==> src/hdl/rhsl_pkg.sv <==
package rhsl_pkg;

  localparam int CH_W        = 8;   // one color component
  localparam int LSUM_W      = 9;   // max plus min
  localparam int FRAC_W      = 16;  // Q0.16 hue and saturation
  localparam int DIV_W       = 11;  // divisor and remainder, up to 6 * 255
  localparam int DIV_STEPS   = 2;   // quotient bits resolved in one divider stage
  localparam int DIV_STAGES  = FRAC_W / DIV_STEPS;

  // Pipeline depth from an accepted pixel to a visible result.
  localparam int FRONT_STAGES = 2;
  localparam int LATENCY      = FRONT_STAGES + DIV_STAGES;

  localparam logic [LSUM_W-1:0] LSUM_FULL = LSUM_W'(510);
  localparam logic [LSUM_W-1:0] LSUM_HALF = LSUM_W'(255);

  typedef enum logic [2:0] {
    SECTOR_RED   = 3'b001,
    SECTOR_GREEN = 3'b010,
    SECTOR_BLUE  = 3'b100
  } sector_t;

  // Data that rides alongside the divider stages.
  typedef struct packed {
    logic [LSUM_W-1:0] lightness_sum;
    logic              achromatic;
    logic              sat_full;
  } side_t;

endpackage

==> src/hdl/rhsl_if.sv <==
interface rhsl_in_if;
  logic                     valid;
  logic                     ready;
  logic [rhsl_pkg::CH_W-1:0] red;
  logic [rhsl_pkg::CH_W-1:0] green;
  logic [rhsl_pkg::CH_W-1:0] blue;

  modport source (output valid, output red, output green, output blue, input ready);
  modport sink   (input valid, input red, input green, input blue, output ready);
endinterface

interface rhsl_out_if;
  logic                        valid;
  logic                        ready;
  logic [rhsl_pkg::FRAC_W-1:0] hue;
  logic [rhsl_pkg::FRAC_W-1:0] saturation;
  logic [rhsl_pkg::LSUM_W-1:0] lightness_sum;
  logic                        achromatic;

  modport source (output valid, output hue, output saturation, output lightness_sum,
                  output achromatic, input ready);
  modport sink   (input valid, input hue, input saturation, input lightness_sum,
                  input achromatic, output ready);
endinterface

==> src/hdl/rhsl_frac_div.sv <==
// Pipelined restoring divider for a proper fraction: quo = floor(2^16 * num / den)
// with num < den. Each stage resolves DIV_STEPS quotient bits.
module rhsl_frac_div (
  input  logic                          clk,
  input  logic                          en,
  input  logic [rhsl_pkg::DIV_W-1:0]    num,
  input  logic [rhsl_pkg::DIV_W-1:0]    den,
  output logic [rhsl_pkg::FRAC_W-1:0]   quo
);
  import rhsl_pkg::*;

  logic [DIV_W-1:0]  rem_q [DIV_STAGES];
  logic [DIV_W-1:0]  den_q [DIV_STAGES];
  logic [FRAC_W-1:0] quo_q [DIV_STAGES];

  for (genvar k = 0; k < DIV_STAGES; k++) begin : g_stage
    logic [DIV_W-1:0]  rem_in;
    logic [DIV_W-1:0]  den_in;
    logic [FRAC_W-1:0] quo_in;
    logic [DIV_W-1:0]  rem_next;
    logic [FRAC_W-1:0] quo_next;

    if (k == 0) begin : g_first
      assign rem_in = num;
      assign den_in = den;
      assign quo_in = '0;
    end else begin : g_rest
      assign rem_in = rem_q[k-1];
      assign den_in = den_q[k-1];
      assign quo_in = quo_q[k-1];
    end

    always_comb begin
      logic [DIV_W:0] rem2;
      rem_next = rem_in;
      quo_next = quo_in;
      for (int s = 0; s < DIV_STEPS; s++) begin
        rem2 = {rem_next, 1'b0};
        if (rem2 >= {1'b0, den_in}) begin
          rem_next = DIV_W'(rem2 - {1'b0, den_in});
          quo_next = {quo_next[FRAC_W-2:0], 1'b1};
        end else begin
          rem_next = rem2[DIV_W-1:0];
          quo_next = {quo_next[FRAC_W-2:0], 1'b0};
        end
      end
    end

    always_ff @(posedge clk) begin
      if (en) begin
        rem_q[k] <= rem_next;
        den_q[k] <= den_in;
        quo_q[k] <= quo_next;
      end
    end
  end

  assign quo = quo_q[DIV_STAGES-1];

endmodule

==> src/hdl/rgb_to_hsl_pixel_unit.sv <==
// RGB to HSL converter. One pixel is taken per clock while pixel.ready is high,
// and results leave in pixel order. Two front stages find max, min, hue sector
// and the divider operands, then two 8-stage restoring dividers (2 quotient bits
// per stage) form saturation and hue side by side. An output skid register holds
// a result the sink does not take; while it is full the pipeline stalls and
// pixel.ready is low. Lightness is given as the exact sum max + min (0..510).
module rgb_to_hsl_pixel_unit (
  input  logic              clk,
  input  logic              rst,
  rhsl_in_if.sink           pixel,
  rhsl_out_if.source        hsl
);
  import rhsl_pkg::*;

  logic en;
  logic skid_valid;

  assign en          = !skid_valid;
  assign pixel.ready = !skid_valid;

  // Stage A: extremes and sector.
  logic [CH_W-1:0]   hi_c, lo_c;
  sector_t           sector_c;
  logic              a_valid;
  logic [CH_W-1:0]   a_red, a_green, a_blue, a_d;
  logic [LSUM_W-1:0] a_sum;
  sector_t           a_sector;

  always_comb begin
    hi_c = (pixel.red > pixel.green) ? pixel.red : pixel.green;
    hi_c = (hi_c > pixel.blue) ? hi_c : pixel.blue;
    lo_c = (pixel.red < pixel.green) ? pixel.red : pixel.green;
    lo_c = (lo_c < pixel.blue) ? lo_c : pixel.blue;
    priority if (pixel.red == hi_c) begin
      sector_c = SECTOR_RED;
    end else if (pixel.green == hi_c) begin
      sector_c = SECTOR_GREEN;
    end else begin
      sector_c = SECTOR_BLUE;
    end
  end

  always_ff @(posedge clk) begin
    if (rst) begin
      a_valid <= 1'b0;
    end else if (en) begin
      a_valid <= pixel.valid;
    end
  end

  always_ff @(posedge clk) begin
    if (en) begin
      a_red    <= pixel.red;
      a_green  <= pixel.green;
      a_blue   <= pixel.blue;
      a_d      <= hi_c - lo_c;
      a_sum    <= {1'b0, hi_c} + {1'b0, lo_c};
      a_sector <= sector_c;
    end
  end

  // Stage B: divider operands.
  logic [DIV_W-1:0] d_w, six_d, hue_num_c;
  logic [CH_W-1:0]  sat_den_c;
  logic             b_valid;
  logic [DIV_W-1:0] b_hue_num, b_hue_den, b_sat_num, b_sat_den;
  side_t            b_side;

  assign d_w   = DIV_W'(a_d);
  assign six_d = DIV_W'({d_w, 2'b00}) + DIV_W'({d_w, 1'b0});

  always_comb begin
    unique case (a_sector)
      SECTOR_RED: begin
        // A negative numerator is moved up by a full turn.
        if (a_green >= a_blue) begin
          hue_num_c = DIV_W'(a_green - a_blue);
        end else begin
          hue_num_c = six_d - DIV_W'(a_blue - a_green);
        end
      end
      SECTOR_GREEN: hue_num_c = DIV_W'({d_w, 1'b0}) + DIV_W'(a_blue) - DIV_W'(a_red);
      SECTOR_BLUE:  hue_num_c = DIV_W'({d_w, 2'b00}) + DIV_W'(a_red) - DIV_W'(a_green);
      default:      hue_num_c = '0;
    endcase
    if (a_sum <= LSUM_HALF) begin
      sat_den_c = a_sum[CH_W-1:0];
    end else begin
      sat_den_c = CH_W'(LSUM_FULL - a_sum);
    end
  end

  always_ff @(posedge clk) begin
    if (rst) begin
      b_valid <= 1'b0;
    end else if (en) begin
      b_valid <= a_valid;
    end
  end

  always_ff @(posedge clk) begin
    if (en) begin
      b_hue_num            <= hue_num_c;
      b_hue_den            <= six_d;
      b_sat_num            <= d_w;
      b_sat_den            <= DIV_W'(sat_den_c);
      b_side.lightness_sum <= a_sum;
      b_side.achromatic    <= (a_d == '0);
      // The quotient is exactly 1.0 only when d equals the divisor.
      b_side.sat_full      <= (a_d == sat_den_c);
    end
  end

  // Divider stages.
  logic [FRAC_W-1:0] hue_q, sat_q;

  rhsl_frac_div u_hue_div (
    .clk (clk),
    .en  (en),
    .num (b_hue_num),
    .den (b_hue_den),
    .quo (hue_q)
  );

  rhsl_frac_div u_sat_div (
    .clk (clk),
    .en  (en),
    .num (b_sat_num),
    .den (b_sat_den),
    .quo (sat_q)
  );

  logic  div_valid [DIV_STAGES];
  side_t div_side  [DIV_STAGES];

  always_ff @(posedge clk) begin
    if (rst) begin
      for (int k = 0; k < DIV_STAGES; k++) begin
        div_valid[k] <= 1'b0;
      end
    end else if (en) begin
      div_valid[0] <= b_valid;
      for (int k = 1; k < DIV_STAGES; k++) begin
        div_valid[k] <= div_valid[k-1];
      end
    end
  end

  always_ff @(posedge clk) begin
    if (en) begin
      div_side[0] <= b_side;
      for (int k = 1; k < DIV_STAGES; k++) begin
        div_side[k] <= div_side[k-1];
      end
    end
  end

  // Final result of the last stage.
  side_t             last_side;
  logic              last_valid;
  logic [FRAC_W-1:0] last_hue, last_sat;

  assign last_side  = div_side[DIV_STAGES-1];
  assign last_valid = div_valid[DIV_STAGES-1];

  always_comb begin
    if (last_side.achromatic) begin
      last_hue = '0;
      last_sat = '0;
    end else begin
      last_hue = hue_q;
      last_sat = last_side.sat_full ? '1 : sat_q;
    end
  end

  // Skid register.
  logic [FRAC_W-1:0] skid_hue, skid_sat;
  side_t             skid_side;

  always_ff @(posedge clk) begin
    if (rst) begin
      skid_valid <= 1'b0;
    end else if (skid_valid) begin
      skid_valid <= !hsl.ready;
    end else begin
      skid_valid <= last_valid && !hsl.ready;
    end
  end

  always_ff @(posedge clk) begin
    if (!skid_valid) begin
      skid_hue  <= last_hue;
      skid_sat  <= last_sat;
      skid_side <= last_side;
    end
  end

  assign hsl.valid         = skid_valid || last_valid;
  assign hsl.hue           = skid_valid ? skid_hue : last_hue;
  assign hsl.saturation    = skid_valid ? skid_sat : last_sat;
  assign hsl.lightness_sum = skid_valid ? skid_side.lightness_sum : last_side.lightness_sum;
  assign hsl.achromatic    = skid_valid ? skid_side.achromatic : last_side.achromatic;

endmodule

==> src/flat_wrapper.sv <==
// flat-port wrapper written by rule: the top's interface ports become plain ports
module rgb_to_hsl_pixel_unit_flat import rhsl_pkg::*;
  (clk, rst, pixel_valid, pixel_red, pixel_green, pixel_blue, pixel_ready, hsl_valid, hsl_hue, hsl_saturation, hsl_lightness_sum, hsl_achromatic, hsl_ready);
  rhsl_in_if pixel_i ();
  rhsl_out_if hsl_i ();
  input  logic clk;
  input  logic rst;
  input wire logic [$bits(pixel_i.valid)-1:0] pixel_valid;
  input wire logic [$bits(pixel_i.red)-1:0] pixel_red;
  input wire logic [$bits(pixel_i.green)-1:0] pixel_green;
  input wire logic [$bits(pixel_i.blue)-1:0] pixel_blue;
  output wire logic [$bits(pixel_i.ready)-1:0] pixel_ready;
  output wire logic [$bits(hsl_i.valid)-1:0] hsl_valid;
  output wire logic [$bits(hsl_i.hue)-1:0] hsl_hue;
  output wire logic [$bits(hsl_i.saturation)-1:0] hsl_saturation;
  output wire logic [$bits(hsl_i.lightness_sum)-1:0] hsl_lightness_sum;
  output wire logic [$bits(hsl_i.achromatic)-1:0] hsl_achromatic;
  input wire logic [$bits(hsl_i.ready)-1:0] hsl_ready;
  assign pixel_i.valid = pixel_valid;
  assign pixel_i.red = pixel_red;
  assign pixel_i.green = pixel_green;
  assign pixel_i.blue = pixel_blue;
  assign pixel_ready = pixel_i.ready;
  assign hsl_valid = hsl_i.valid;
  assign hsl_hue = hsl_i.hue;
  assign hsl_saturation = hsl_i.saturation;
  assign hsl_lightness_sum = hsl_i.lightness_sum;
  assign hsl_achromatic = hsl_i.achromatic;
  assign hsl_i.ready = hsl_ready;
  rgb_to_hsl_pixel_unit u_core (.clk(clk), .rst(rst), .pixel(pixel_i), .hsl(hsl_i));
endmodule
==> config.mk <==
export PLATFORM = sky130hd
export DESIGN_NAME = rgb_to_hsl_pixel_unit_flat
export DESIGN_NICKNAME = d
export VERILOG_FILES = /design/src/hdl/rhsl_pkg.sv /design/src/hdl/rhsl_if.sv /design/src/hdl/rhsl_frac_div.sv /design/src/hdl/rgb_to_hsl_pixel_unit.sv /design/src/flat_wrapper.sv
export SDC_FILE = /design/constraint.sdc
export NUM_CORES = 2
export LEC_CHECK = 0
export BUFFER_PORTS_ARGS = -buffer_cell sky130_fd_sc_hd__clkbuf_2
export CAP_MARGIN = 10
export CELL_PAD_IN_SITES_DETAIL_PLACEMENT = 1
export CELL_PAD_IN_SITES_GLOBAL_PLACEMENT = 2
export CORE_ASPECT_RATIO = 1.5
export CORE_MARGIN = 3
export CORE_UTILIZATION = 47
export DETAILED_ROUTE_END_ITERATION = 7
export MAX_ROUTING_LAYER = met4
export PLACE_DENSITY_LB_ADDON = 0.1
export SYNTH_ARGS = -nofsm -noshare
export SYNTH_HDL_FRONTEND = slang
export SYNTH_SLANG_ARGS = --single-unit
==> constraint.sdc <==
create_clock -name clk -period 43.3 [get_ports clk]
set_clock_uncertainty 0.05 [all_clocks]
set_input_delay 12.99 -clock clk [delete_from_list [all_inputs] [get_ports clk]]
set_output_delay 12.99 -clock clk [all_outputs]
set_load 0.02 [all_outputs]
==> out/qor.csv <==
stage,metric,value,unit
routing,ant_nets,0,
place,pre_cts_slack,23.81,ns
layout,syn2layout_area_growth,10.01,%
min_path,hold_end,u_core.div_side[1][30]$_DFFE_PN_,
worst_setup_path,cp.arrival,19.16,ns
routing,drt-total-wl,99340,um
layout,finalNetCount,4018,
sta,tightest_slew,1.184,ns
sta,final-max-slew-violation-count,0,
worst_setup_path,r2r_slack,36.72,ns
floorplanning,die_y,358.6,um
clock_network,post_cts_buffers,0,
logic_synthesis,netlist_area,38940,um^2
sta,setup_tns,0,ns
routing,wl_met3,1863,um
global_routing,gr-usage-all-layers,0.2396,
routing,vias,26500,
worst_setup_path,regToRegEndpoint,u_core.u_sat_div.rem_q[0][3]$_DFFE_PN_,
worst_setup_path,r2r_start,u_core.b_side[2]$_DFFE_PN_,
min_path,hold_depth,0,
logic_synthesis,yosys_warnings,0,
sta,max_freq,0.05310,GHz
logic_synthesis,synthCells,3478,
worst_setup_path,reg2reg_depth,19,
global_routing,grt_pass1_wl,157300,um
logic_synthesis,syn_nets,3912,
worst_setup_path,required,43.63,ns
min_path,min_from,u_core.div_side[1][19]$_DFFE_PN_,
routing,wl_met1,33700,um
floorplanning,coreArea,81680,um^2
logic_synthesis,yosysUniqueCellTypes,82,
logic_synthesis,synth_edf_count,597,
sta,setup_viol,0,
routing,drc,0,
sta,relSlewSlack,0.2107,
routing,first_iter_violations,886,
sta,finalHoldViolations,0,
layout,drive_above_1_share,0.1154,
clock_network,cts_resized,0,
global_routing,antenna_found_initial,0,
routing,wl_met2,59770,um
clock_network,cts_hold_buf,0,
logic_synthesis,yosys.area.top_type,edfxtp_1,
logic_synthesis,synthFlopType,edfxtp_1,
floorplanning,io_pins,72,
logic_synthesis,synthAdderAreaFrac,0.1364,
logic_synthesis,ys_ff_latch,632,
place,hpwl,79290,um
global_routing,grt_pass1_vias,29710,
logic_synthesis,synthSimpleGateAreaFrac,0.09995,
clock_network,cts-htree-levels,3,
floorplanning,die-area,86420,um^2
worst_setup_path,crit_type,in -> reg,
sta,rsz0062_at_grt,no,
logic_synthesis,synth_top_family_by_area,adder cells,
logic_synthesis,synth_top_area_frac,0.4603,
floorplanning,initial_core_util,0.4768,
sta,fin_crit,18.83,ns
global_routing,grt_max_degree,92,
logic_synthesis,synth_compound_area_frac,0.1294,
worst_setup_path,critPathLaunchType,primary input,
layout,antenna_cells,0,
logic_synthesis,yosys-top-cells-area,"edfxtp_1 (46%), ha_1 (12%), mux2_2 (4.7%)",
routing,firstDrtPassIters,5,
logic_synthesis,synth.area.mux_share,0.05860,
clock_network,cts_buffers,67,
routing,wl_per_cell,21.23,um
clock_network,clk_path_buf_depth,3,
floorplanning,rows,128,
clock_network,ctsRootBufferMaster,clkbuf_16,
logic_synthesis,synth_xor_area_frac,0.05847,
place,numPortBuffers,71,
min_path,hold_class,reg -> reg,
run_status,status,"complete, no violations",
place,globalplace.congestion,0.9013,
clock_network,clock_latency,0.63,ns
clock_network,cts_tree,built,
floorplanning,die-width,241.0,um
layout,fillers,8671,
clock_network,clkTransAtPathRegs,0.06,ns
run,cap_violations,0,
global_routing,grt-ovfl-total,0,
logic_synthesis,ys_seq_area_frac,0.4783,
sta,final.setup.worst_slack,24.47,ns
worst_setup_path,critPathCaptureType,flop,
logic_synthesis,async_reset_ff_frac,0,
routing,via_per_inst,5.664,
sta,period_share,0.4349,
logic_synthesis,syn_avg_cell_area,11.20,um^2
routing,top_layer_used,met4,
clock_network,clock-sinks,632,
worst_setup_path,path_max_fanout,20,
-- layer usage --
layer / GRT usage / up-vias
li1: - / 12870
met1: 0.2143 / 13060
met4: 0.1017 / 0
met2: 0.4971 / 351
met3: 0.02149 / 212
met5: - / -
-- final cells by class --
type,instances,area [um^2],area share
multi-input combinational,2451,18820,0.4393
clock buffer,77,1758,0.04103
inverter,335,1265,0.02952
sequential,632,18630,0.4348
tap,1040,1301,0.03037
timing repair buffer,97,550.5,0.01285
clock inverter,46,519.2,0.01212
-- Yosys cell counts (39+ instances only) --
master and instances:
mux2_2 164, a21o_1 98, xnor2_1 166, nand2_1 189
clkbuf_1 41, nand4_1 39, nor3_1 45, ha_1 375
edfxtp_1 597, o21ai_0 213, nand2b_1 52, o21a_1 43
xor2_1 94, nor2b_1 77, inv_1 335, nor2_1 244
a21oi_1 178
-- registers in the layout, indices dropped and copies added, names as in the netlist, 7 cells and up --
name	count
u_core.div_side	83
u_core.u_sat_div.rem_q	77
u_core.u_hue_div.quo_q	72
u_core.u_sat_div.quo_q	72
u_core.u_hue_div.rem_q	70
u_core.u_hue_div.den_q	68
u_core.u_sat_div.den_q	49
u_core.skid_hue	16
u_core.skid_sat	16
u_core.b_hue_num	11
u_core.b_side	11
u_core.skid_side	10
u_core.b_hue_den	9
u_core.a_blue	8
u_core.a_d	8
u_core.a_green	8
u_core.a_red	8
u_core.a_sum	8
u_core.div_valid	8
u_core.b_sat_den	7
u_core.b_sat_num	7
-- worst max-delay path, stage by stage --
cell      delay, ns
clkbuf_2       0.17
inv_1          0.15
ha_1           0.32
o21ai_0        0.09
o21bai_1       0.28
o21ai_0        0.23
nor2_1         0.74
o21ai_0        0.27
ha_1           0.37
a21o_1         0.11
a21oi_1        0.10
a32oi_1        0.35
and2_1         0.72
a31oi_1        0.47
ha_1           0.35
inv_1          0.07
fa_1           0.22
nor2_1         0.06
o21ai_0        0.29
a21oi_1        0.17
nor2_1         0.16
nor2_1         0.06
nor2_1         0.17
o21bai_1       0.08
a21o_1         0.17
-- stage by stage --
stage | util | instances | cell area, um^2 | hold WS [ns]
after floorplan | - | 3478 | 38940 | 0.3503
after global placement | 0.4967 | 4555 | 40570 | 0.3508
after detailed placement | 0.4967 | 4555 | 40570 | 0.3561
after CTS | 0.5246 | 4678 | 42840 | 0.3604
after global routing | 0.5246 | 4678 | 42840 | 0.3753
final | 0.5246 | 4678 | 42840 | 0.3636
-- worst max-delay path by stage --
stage	slack, ns	cells past startpoint	start	endpoint
2_1_floorplan	18.09	3	u_core.skid_valid$_SDFF_PP0_	pixel_ready
3_3_place_gp	23.95	25	pixel_green[7]	u_core.a_sum[8]$_DFFE_PN_
3_5_place_dp	23.81	25	pixel_green[7]	u_core.a_sum[8]$_DFFE_PN_
4_1_cts	24.49	25	pixel_green[7]	u_core.a_sum[8]$_DFFE_PN_
5_1_grt	23.84	24	pixel_green[7]	u_core.a_sum[6]$_DFFE_PN_
6_report	24.47	25	pixel_green[7]	u_core.a_sum[8]$_DFFE_PN_
-- cell families (layout without fill, tap and decap cells) --
| group | Yosys count | after routing |
|---|---|---|
| flip-flops | 632 | 632 |
| buffers and inverters | 395 | 555 |
| multiplexers | 204 | 204 |
| adder cells (fa/ha/maj) | 406 | 406 |
| XOR/XNOR | 260 | 260 |
| AO/OA/AOI/OAI | 785 | 785 |
| AND/OR/NAND/NOR | 796 | 796 |
-- layout by cell type, fill, tap and decap left out, types with 27 or more instances in the layout --
cell type,n
xor2_1,94
a21oi_1,178
mux2_2,164
inv_1,334
mux2i_1,33
nand2_1,189
a21o_1,98
dfxtp_1,34
nand2b_1,52
o21a_1,43
nor2_1,244
o21ai_0,213
nand4_1,39
nand3_1,36
fa_1,31
edfxtp_1,597
nor2b_1,77
clkbuf_16,67
xnor2_1,166
o31ai_1,31
ha_1,375
a211oi_1,27
nor3_1,45
clkbuf_2,71
Power is left out: the tool's default activity adds up to more than one toggle a clock period on the data nets, which glitch-free logic cannot reach.
